$ cat config.mk
export PLATFORM = sky130hd
export DESIGN_NAME = tcw_controller
export DESIGN_NICKNAME = d
export VERILOG_FILES = /design/src/design/tcw_pkg.sv /design/src/design/tcw_controller.sv
export SDC_FILE = /design/constraint.sdc
export NUM_CORES = 1
export LEC_CHECK = 0
export BUFFER_PORTS_ARGS = -buffer_cell sky130_fd_sc_hd__buf_2
export CAP_MARGIN = 20
export CORE_MARGIN = 2
export CORE_UTILIZATION = 40
export CTS_BUF_LIST = sky130_fd_sc_hd__clkbuf_4 sky130_fd_sc_hd__clkbuf_8
export DETAILED_ROUTE_END_ITERATION = 8
export GPL_ROUTABILITY_DRIVEN = 0
export GPL_TIMING_DRIVEN = 0
export HOLD_SLACK_MARGIN = 0.08
export MAX_ROUTING_LAYER = met4
export PLACE_DENSITY = 0.68
export SYNTH_ARGS = -nofsm -noshare
export SYNTH_HDL_FRONTEND = slang
export SYNTH_SLANG_ARGS = --single-unit
$ cat constraint.sdc
create_clock -name clock -period 2.6 [get_ports clock]
set_input_delay 0.52 -clock clock [delete_from_list [all_inputs] [get_ports clock]]
set_output_delay 0.52 -clock clock [all_outputs]
set_load 0.02 [all_outputs]
$ cat src/design/tcw_pkg.sv
// ---------------------------------------------------------------------------
// tcw_pkg
// Types, codes and sizes shared by the text console controller, datapath
// and checker.
// ---------------------------------------------------------------------------
package tcw_pkg;

   // screen geometry limits
   localparam int MAX_COLS   = 128;
   localparam int MAX_ROWS   = 32;
   localparam int CELL_COUNT = MAX_COLS * MAX_ROWS;
   localparam int ADDR_W     = $clog2(CELL_COUNT);
   localparam int CNT_W      = ADDR_W + 1;
   localparam int COL_W      = 7;
   localparam int ROW_W      = 5;
   localparam int COLS_W     = 8;
   localparam int ROWS_W     = 6;
   localparam int POS_W      = 12;
   localparam int CHAR_W     = 8;
   localparam int CELL_W     = 16;
   localparam int MODE_W     = 2;
   localparam int CSR_IDX_W  = 2;
   localparam int CSR_DATA_W = 8;

   // transaction modes
   localparam logic [MODE_W-1:0] MODE_WRITE = 2'd0;
   localparam logic [MODE_W-1:0] MODE_CLEAR = 2'd1;
   localparam logic [MODE_W-1:0] MODE_READ  = 2'd2;

   // register indexes
   localparam logic [CSR_IDX_W-1:0] CSR_COLS  = 2'd0;
   localparam logic [CSR_IDX_W-1:0] CSR_ROWS  = 2'd1;
   localparam logic [CSR_IDX_W-1:0] CSR_COLOR = 2'd2;

   // special characters
   localparam logic [CHAR_W-1:0] CH_NEWLINE   = 8'd10;
   localparam logic [CHAR_W-1:0] CH_BACKSPACE = 8'd8;
   localparam logic [CHAR_W-1:0] CH_BLANK     = 8'h20;

   // register reset values
   localparam logic [COLS_W-1:0] COLS_RESET  = 8'd80;
   localparam logic [ROWS_W-1:0] ROWS_RESET  = 6'd25;
   localparam logic [CHAR_W-1:0] COLOR_RESET = 8'd7;
   localparam logic [CELL_W-1:0] INIT_CELL   = {COLOR_RESET, CH_BLANK};

   typedef struct packed {
      logic [MODE_W-1:0] mode;
      logic [CHAR_W-1:0] char_code;
      logic [ROW_W-1:0]  read_row;
      logic [COL_W-1:0]  read_col;
   } tcw_req_type;

   typedef struct packed {
      logic [ROW_W-1:0]  cursor_row;
      logic [COL_W-1:0]  cursor_col;
      logic [POS_W-1:0]  cursor_pos;
      logic [CELL_W-1:0] cell_entry;
      logic              scrolled;
   } tcw_rsp_type;

   // controller to datapath
   typedef struct packed {
      logic take;
      logic sat;
      logic put_char;
      logic line;
      logic bs_step;
      logic blank_cur;
      logic rd_issue;
      logic rd_capture;
      logic home;
      logic cnt_clear;
      logic cnt_cols;
      logic cnt_bottom;
      logic fill_step;
      logic fill_init;
      logic scroll_step;
      logic load_rsp;
   } tcw_cmd_type;

   // datapath to controller
   typedef struct packed {
      logic [MODE_W-1:0] mode;
      logic              is_newline;
      logic              is_backspace;
      logic              at_home;
      logic              col_wrap;
      logic              need_scroll;
      logic              sweep_end;
      logic              scroll_end;
      logic              init_end;
   } tcw_status_type;

endpackage

$ cat src/design/tcw_controller.sv
// ---------------------------------------------------------------------------
// tcw_controller
// Sequencer of the text console: request intake, per-mode step order,
// memory sweeps and the result handshake.
// ---------------------------------------------------------------------------
module tcw_controller (
   input  logic                    clock,
   input  logic                    reset,
   input  logic                    req_valid,
   output logic                    req_stall,
   output logic                    rsp_valid,
   input  logic                    rsp_stall,
   input  tcw_pkg::tcw_status_type status,
   output tcw_pkg::tcw_cmd_type    cmd
);
   import tcw_pkg::*;

   localparam logic [3:0] S_INIT   = 4'd0;
   localparam logic [3:0] S_IDLE   = 4'd1;
   localparam logic [3:0] S_SAT    = 4'd2;
   localparam logic [3:0] S_EXEC   = 4'd3;
   localparam logic [3:0] S_LINE   = 4'd4;
   localparam logic [3:0] S_BLANK  = 4'd5;
   localparam logic [3:0] S_RDWAIT = 4'd6;
   localparam logic [3:0] S_SCROLL = 4'd7;
   localparam logic [3:0] S_BOTTOM = 4'd8;
   localparam logic [3:0] S_CLEAR  = 4'd9;
   localparam logic [3:0] S_DONE   = 4'd10;

   logic [3:0] state_ff, state_in;
   logic       rsp_valid_ff, rsp_valid_in;

   // next state and commands
   always_comb begin
      state_in = state_ff;
      cmd      = '0;
      unique case (state_ff)
         S_INIT: begin
            if (status.init_end) begin
               state_in = S_IDLE;
            end else begin
               cmd.fill_step = 1'b1;
               cmd.fill_init = 1'b1;
            end
         end
         S_IDLE: begin
            if (req_valid) begin
               cmd.take = 1'b1;
               state_in = S_SAT;
            end
         end
         S_SAT: begin
            cmd.sat  = 1'b1;
            state_in = S_EXEC;
         end
         S_EXEC: begin
            unique case (status.mode)
               MODE_WRITE: begin
                  if (status.is_newline) begin
                     state_in = S_LINE;
                  end else if (status.is_backspace) begin
                     if (status.at_home) begin
                        state_in = S_DONE;
                     end else begin
                        cmd.bs_step = 1'b1;
                        state_in    = S_BLANK;
                     end
                  end else begin
                     cmd.put_char = 1'b1;
                     state_in     = status.col_wrap ? S_LINE : S_DONE;
                  end
               end
               MODE_CLEAR: begin
                  cmd.cnt_clear = 1'b1;
                  state_in      = S_CLEAR;
               end
               MODE_READ: begin
                  cmd.rd_issue = 1'b1;
                  state_in     = S_RDWAIT;
               end
               default: state_in = S_DONE;
            endcase
         end
         S_LINE: begin
            cmd.line = 1'b1;
            if (status.need_scroll) begin
               cmd.cnt_cols = 1'b1;
               state_in     = S_SCROLL;
            end else begin
               state_in = S_DONE;
            end
         end
         S_BLANK: begin
            cmd.blank_cur = 1'b1;
            state_in      = S_DONE;
         end
         S_RDWAIT: begin
            cmd.rd_capture = 1'b1;
            state_in       = S_DONE;
         end
         // copy every row up by one, one cell a cycle
         S_SCROLL: begin
            if (status.scroll_end) begin
               cmd.cnt_bottom = 1'b1;
               state_in       = S_BOTTOM;
            end else if (!status.sweep_end) begin
               cmd.scroll_step = 1'b1;
            end
         end
         S_BOTTOM: begin
            if (status.sweep_end)
               state_in = S_DONE;
            else
               cmd.fill_step = 1'b1;
         end
         S_CLEAR: begin
            if (status.sweep_end) begin
               cmd.home = 1'b1;
               state_in = S_DONE;
            end else begin
               cmd.fill_step = 1'b1;
            end
         end
         S_DONE: begin
            if (!rsp_valid_ff || !rsp_stall) begin
               cmd.load_rsp = 1'b1;
               state_in     = S_IDLE;
            end
         end
         default: state_in = S_INIT;
      endcase
   end

   // result valid
   always_comb begin
      rsp_valid_in = rsp_valid_ff;
      if (cmd.load_rsp)
         rsp_valid_in = 1'b1;
      else if (rsp_valid_ff && !rsp_stall)
         rsp_valid_in = 1'b0;
   end

   always_ff @(posedge clock) begin
      if (reset) begin
         state_ff     <= S_INIT;
         rsp_valid_ff <= 1'b0;
      end else begin
         state_ff     <= state_in;
         rsp_valid_ff <= rsp_valid_in;
      end
   end

   assign req_stall = state_ff != S_IDLE;
   assign rsp_valid = rsp_valid_ff;

endmodule

* Yosys cells after proc, flatten, opt, wreduce, memory -nomap -nowiden
Index checks and enable logic that the tools add are counted.
Storage, ports and cells: register bits after elaboration 5, input bits 14, output and inout bits 18, word-level logic and storage cells 77
Operators by class: eq/ne operators 18, mux-type cells 47, reduce and logical (&&, ||, !) cells 10
Operators by type and width (count):
- 4-bit 2-to-1 mux | 10
- 4-bit one-hot mux with 9 select lines | 1
- 1-bit 2-to-1 mux | 33
- 4-bit by 3-bit == test with 1-bit output, second input constant | 4
- 4-bit == test, second input constant | 3
- 4-bit one-hot mux with 3 select lines | 1
- 4-bit by 2-bit == test with 1-bit output, second input constant | 2
- 2-bit inequality test, second input constant | 4
- 5-bit AND reduction | 1
- 4-bit by 1-bit == test with 1-bit output, second input constant | 1
- 4-bit zero test | 1
- 4-bit by 1-bit inequality test with 1-bit output, second input constant | 1
- 2-bit OR reduction | 2
- 2-bit by 1-bit == test with 1-bit output, second input constant | 1
- 2-bit == test, second input constant | 1
- 1-bit zero test | 2
- 2-bit zero test | 1
- 2-bit 2-to-1 mux | 1
- 2-bit by 1-bit inequality test with 1-bit output, second input constant | 1
- 1-bit one-hot mux with 2 select lines | 1
- 2-bit nonzero test | 1
- 1-bit logical AND | 1
- 1-bit logical OR | 1

* Depth between registers and ports, before layout
Gate-level depths: netlist (run 1).
depth after elaboration 5, gate-level depth with buffers 7, mapped depth without buffers 5

* Worst setup path before layout (run 1)
No wires, ideal clock.
path type reg-to-output, from register state_ff[3], to output cmd[11] in the netlist's numbering, data arrival time 1.665 ns, data required time 2.080 ns, slack 0.415 ns, cell stages (with the launch flop) 5, buffers on the path 1, path through dfxtp_1 > buf_2 > nand2b_1 > or3_1 > nor4_1
RTL lines:
- from (decl) | line tcw_controller.sv:30 | logic [3:0] state_ff, state_in;
- from (signal assigned) | line tcw_controller.sv:148 | state_ff <= state_in;
- to (decl) | line tcw_controller.sv:14 | output tcw_pkg::tcw_cmd_type cmd

==> results.json, run 1 <==
{
  "relSlewSlack": 0.708,
  "drv_slew": 0,
  "crit_type": "flip-flop to output port",
  "drtPass1Iterations": 4,
  "cts_resized": 0,
  "cts_buffers": 3,
  "rsz0062_at_grt": "no",
  "synth_cell_types": 36,
  "wl_microns": 1640,
  "min_period_over_period": 0.856,
  "fin_tns_setup_ns": 0,
  "fin_area_sq_um": 816,
  "cts_setup_buffers": 0,
  "endpoint_kind": "output port",
  "synth-seq-area-share": 0.164,
  "wl_per_cell_microns": 11.6,
  "vias": 752,
  "tightest_slew_ns": 0.439,
  "timing.fmax_ghz": 0.449,
  "clock_skew_ns": 0.00396,
  "multi_input_area_sq_um": 455,
  "power.density_nw_per_um2": 491,
  "htreeDepth": 1,
  "r2r-start": "state_ff[2]",
  "antenna_found_initial": 0,
  "hold_viol_final": 0,
  "ir_drop_v": 0.000338,
  "cts.sinks": 5,
  "clkTransAtPathRegs_ns": 0.04,
  "clockBufferDepth": 2,
  "ios": 32,
  "worst_slack_ns": 0.374,
  "min_from": "reset",
  "crit_start": "state_ff[3]",
  "yosys_register_bits": 5,
  "mostFrequentLayoutCells": "buf_2, nor2_1, a21oi_1",
  "initial_utilization": 0.415,
  "core_area_sq_um": 1470,
  "crit_arrival_ns": 1.71,
  "die_x_microns": 43.1,
  "fill_cells": 168,
  "synth-xor-area-share": 0,
  "area_growth_pct": 33.6,
  "synth_area_per_cell_sq_um": 6.78,
  "syn_inst": 90,
  "die_area_sq_um": 1860,
  "grt_pass1_vias": 650,
  "synth_area_sq_um": 611,
  "grt.total_usage": 0.199,
  "seq_area_sq_um": 100,
  "grt_start_max_net_pins": 11,
  "root_buffer": "clkbuf_4",
  "post-place-ws_ns": 0.594,
  "final_common_cell": "buf_2",
  "numPortBuffers": 31,
  "rows": 14,
  "antenna_cells": 0,
  "cp.required_ns": 2.08,
  "synth_compound_area_frac": 0.301,
  "synth_adder_area_share": 0,
  "status": "complete, no violations",
  "cp_max_fo": 10,
  "synth_top_family_by_area": "simple AND/OR/NAND/NOR gates",
  "fin_crit_ns": 2.23,
  "setup.worst_path.start_class": "flip-flop",
  "tritoncts": "built",
  "syn-num-nets": 104,
  "vias_per_cell": 5.33,
  "drive_gt1_frac": 0.352,
  "final_util": 0.554,
  "die_y_microns": 43.1,
  "drt_iter0_drc": 12,
  "clk_latency_ns": 0.24,
  "synthMuxAreaShare": 0,
  "placedInstanceArea_sq_um": 786,
  "final_nets": 140,
  "cts_hold_buf": 0,
  "hpwl_microns": 1280,
  "drv_cap": 0,
  "final_antenna_net_count": 0,
  "drc_errors": 0,
  "setup_viol": 0,
  "grt_pass1_wl_microns": 2840,
  "whs_ns": 0.515,
  "p_leak_nw": 0.390,
  "hold_class": "input port to flip-flop",
  "synthSimpleGateAreaFrac": 0.445,
  "ys_warn_count": 0,
  "gr-total-overflow": 0
}
where the power goes:
part | switching, mW | total [mW] | internal [mW]
Sequential | 0.00403 | 0.0887 | 0.0846
Clock | 0.0290 | 0.0972 | 0.0682
Combinational | 0.133 | 0.215 | 0.0816
cell usage after synthesis:
| cell | instances | share of area |
|---|---|---|
| a311oi_2 | 1 | 0.025 |
| nor2_1 | 14 | 0.086 |
| a22oi_1 | 1 | 0.012 |
| clkbuf_1 | 3 | 0.018 |
| a32o_1 | 1 | 0.016 |
| and3_1 | 2 | 0.020 |
| nand4bb_1 | 1 | 0.018 |
| nor2b_1 | 4 | 0.041 |
| nand3_1 | 1 | 0.0082 |
| dfxtp_1 | 5 | 0.16 |
| or4_4 | 1 | 0.018 |
| a2111oi_2 | 1 | 0.025 |
| o21ai_0 | 3 | 0.025 |
| or2_1 | 1 | 0.010 |
| nand2b_1 | 5 | 0.051 |
| or2b_1 | 1 | 0.012 |
| a2111oi_4 | 1 | 0.045 |
| o22ai_1 | 2 | 0.020 |
| nor4_1 | 3 | 0.031 |
| inv_1 | 6 | 0.037 |
| or3_1 | 1 | 0.010 |
| nor2b_4 | 1 | 0.023 |
| nand4b_1 | 1 | 0.014 |
| o21a_1 | 1 | 0.012 |
| buf_1 | 1 | 0.0061 |
| a21oi_1 | 8 | 0.066 |
| a21o_1 | 1 | 0.012 |
| buf_4 | 1 | 0.012 |
| a32oi_1 | 1 | 0.014 |
| nor2_2 | 1 | 0.010 |
| nor3_1 | 6 | 0.049 |
| a21bo_1 | 1 | 0.016 |
| buf_2 | 2 | 0.016 |
| nand2_1 | 5 | 0.031 |
| and2_1 | 1 | 0.010 |
| a211oi_1 | 1 | 0.012 |
metrics by stage:
stage / std cells / total power, mW
final: 141 / 0.400
after CTS: 141 / 0.405
after floorplan: 90 / 0.245
after global routing: 141 / 0.438
after detailed placement: 137 / 0.304
after global placement: 137 / 0.302
critical path: stages (launching register included):
cell	delay, ns
dfxtp_1	0.29
buf_2	0.19
nand2b_1	0.19
or3_1	0.37
nor4_1	0.22
buf_2	0.20
flip-flops by register name, summed over array words and instances (netlist names):
signal	flops
rsp_valid	1
state_ff	4
path summary, 6_finish.rpt:
check,endpoint,slack (ns),cells past startpoint
worst max register to register,state_ff[0],0.94,5
worst min-delay path,state_ff[3],0.51,2
worst min register to register,rsp_valid,0.52,2
worst max-delay path,cmd[11],0.37,5
cell type report:
cell class | count | area share
multi-input combinational | 72 | 0.558
timing repair buffer | 31 | 0.190
sequential | 5 | 0.123
buffer | 7 | 0.0399
clock buffer | 4 | 0.0368
inverter | 6 | 0.0276
tap | 16 | 0.0245
cells by family after synthesis:
| kind of cell | Yosys count |
|---|---|
| DFF | 5 |
| and+or+nand+nor | 49 |
| AOI/OAI and AO/OA | 23 |
| buffers and inverters | 13 |
routing by layer:
layer / global-route usage / part of all wire / wire length, microns / up-vias
li1: - / - / - / 391
met1: 0.270 / 0.47 / 767 / 329
met2: 0.312 / 0.46 / 749 / 32
met3: 0.0638 / 0.074 / 122 / 0
met4: 0 / 0 / 0 / 0
met5: - / 0 / 0 / -
(Power assumes the default switching activity.)
==> inputs of run 2 (changes only) <==
--- a/config.mk
+++ b/config.mk
@@ -16,6 +16,8 @@
 export HOLD_SLACK_MARGIN = 0.08
 export MAX_ROUTING_LAYER = met4
 export PLACE_DENSITY = 0.68
+export RECOVER_POWER = 25
+export REMOVE_ABC_BUFFERS = 1
 export SYNTH_ARGS = -nofsm -noshare
 export SYNTH_HDL_FRONTEND = slang
 export SYNTH_SLANG_ARGS = --single-unit
==> run 2 against run 1 <==
  * Die area is the same
  * Sequential power grew 33%
  * Highest routed layer unchanged
  * Count of clock-buffer cells in the layout is the same
  * Wire length shrank 2.7%
  * First-iteration DRC count shrank 67%
  * Largest power group unchanged
  * Critical endpoint unchanged
  * Total power shrank 3.3%
==> results.json, run 2 (synthesis results as in run 1) <==
{
  "drv_cap": 0,
  "initial_utilization": 0.415,
  "area_growth_pct": 27.0,
  "numPortBuffers": 31,
  "clockBufferDepth": 2,
  "tightest_slew_ns": 0.710,
  "vias": 708,
  "power.density_nw_per_um2": 499,
  "wl_per_cell_microns": 11.9,
  "final_util": 0.527,
  "fill_cells": 154,
  "p_leak_nw": 0.359,
  "grt.total_usage": 0.185,
  "die_area_sq_um": 1860,
  "grt_pass1_wl_microns": 2570,
  "die_x_microns": 43.1,
  "clock_skew_ns": 0.000750,
  "cts_setup_buffers": 0,
  "p_switching_mw": 0.161,
  "setup.worst_path.start_class": "flip-flop",
  "cts_resized": 0,
  "wl_microns": 1600,
  "core_area_sq_um": 1470,
  "fin_crit_ns": 2.34,
  "grt_pass1_vias": 581,
  "r2r-start": "state_ff[1]",
  "seq_area_sq_um": 101,
  "cts.sinks": 5,
  "min_from": "reset",
  "hold_class": "input port to flip-flop",
  "final_antenna_net_count": 0,
  "met2_usage": 0.315,
  "clk_latency_ns": 0.24,
  "crit_arrival_ns": 1.82,
  "cp_max_fo": 19,
  "hold_viol_final": 0,
  "p_int_mw": 0.226,
  "ir_drop_v": 0.000246,
  "drv_slew": 0,
  "use_met1": 0.234,
  "timing.fmax_ghz": 0.427,
  "multi_input_area_sq_um": 449,
  "largest_reg_flops": 4,
  "drc_errors": 0,
  "hpwl_microns": 1220,
  "relSlewSlack": 0.514,
  "rsz0062_at_grt": "no",
  "vias_per_cell": 5.28,
  "status": "complete, no violations",
  "antenna_cells": 0,
  "drt_iter0_drc": 4,
  "grt_busiest_layer": "met2",
  "ios": 32,
  "fin_area_sq_um": 776,
  "combPwrFrac": 0.440,
  "min_period_over_period": 0.902,
  "cts_buffers": 3,
  "clkTransAtPathRegs_ns": 0.04,
  "mostFrequentLayoutCells": "buf_2, nor2_1, a21oi_1",
  "drive_gt1_frac": 0.331,
  "antenna_found_initial": 0,
  "fin_tns_setup_ns": 0,
  "tritoncts": "built",
  "rows": 14,
  "total_power_mw": 0.387,
  "crit_type": "flip-flop to output port",
  "root_buffer": "clkbuf_4",
  "gr-total-overflow": 0,
  "htreeDepth": 1,
  "drtPass1Iterations": 4,
  "largest-register": "state_ff",
  "crit_start": "state_ff[3]",
  "placedInstanceArea_sq_um": 753,
  "die_y_microns": 43.1,
  "final_common_cell": "buf_2",
  "pwr-share-seq": 0.304,
  "endpoint_kind": "output port",
  "final_nets": 133,
  "power_frac_clock": 0.257,
  "cp.required_ns": 2.08,
  "setup_viol": 0,
  "cts_hold_buf": 0,
  "use_met3": 0.0255,
  "p_sw_frac": 0.417,
  "grt_start_max_net_pins": 20
}
run 2: area by class of cell:
| cell class | instances | share of cell area |
|---|---|---|
| clock buffers | 4 | 0.0387 |
| flip-flops and latches | 5 | 0.131 |
| inverters | 6 | 0.0290 |
| multi-input cells | 72 | 0.579 |
| well taps | 16 | 0.0258 |
| repair buffers | 31 | 0.197 |
run 2: power by group through the flow:
stage	Sequential (mW)	Combinational [mW]	Clock, mW
after global placement	0.117	0.173	0
after CTS	0.117	0.177	0.103
final	0.118	0.170	0.0995
after floorplan	0.109	0.129	0
after detailed placement	0.118	0.175	0
after global routing	0.121	0.191	0.109
run 2: worst paths after layout:
kind	slack, ns	depth (start not counted)	endpoint
setup / recovery	0.26	4	cmd[11]
hold / removal	0.51	2	state_ff[0]
setup reg to reg	0.65	5	state_ff[3]
hold reg to reg	0.53	2	rsp_valid
run 2: per-stage QoR:
step / setup WS [ns] / std cells / hold WS (ns)
after floorplan: 0.317 / 83 / 0.575
after global placement: 0.449 / 130 / 0.500
after detailed placement: 0.426 / 130 / 0.522
after CTS: 0.164 / 134 / 0.507
after global routing: 0.0541 / 134 / 0.506
final: 0.256 / 134 / 0.512
run 2: metal layers:
layer | wire [microns] | vias to the layer above
li1 | - | 372
met1 | 719 | 307
met2 | 765 | 29
met3 | 111 | 0
met4 | 0 | 0
met5 | 0 | -
run 2: critical path: stages, from the launching register on:
cell and delay (ns):
dfxtp_1 0.51, nand2b_1 0.27, or3_1 0.38, nor4_1 0.22, buf_2 0.20
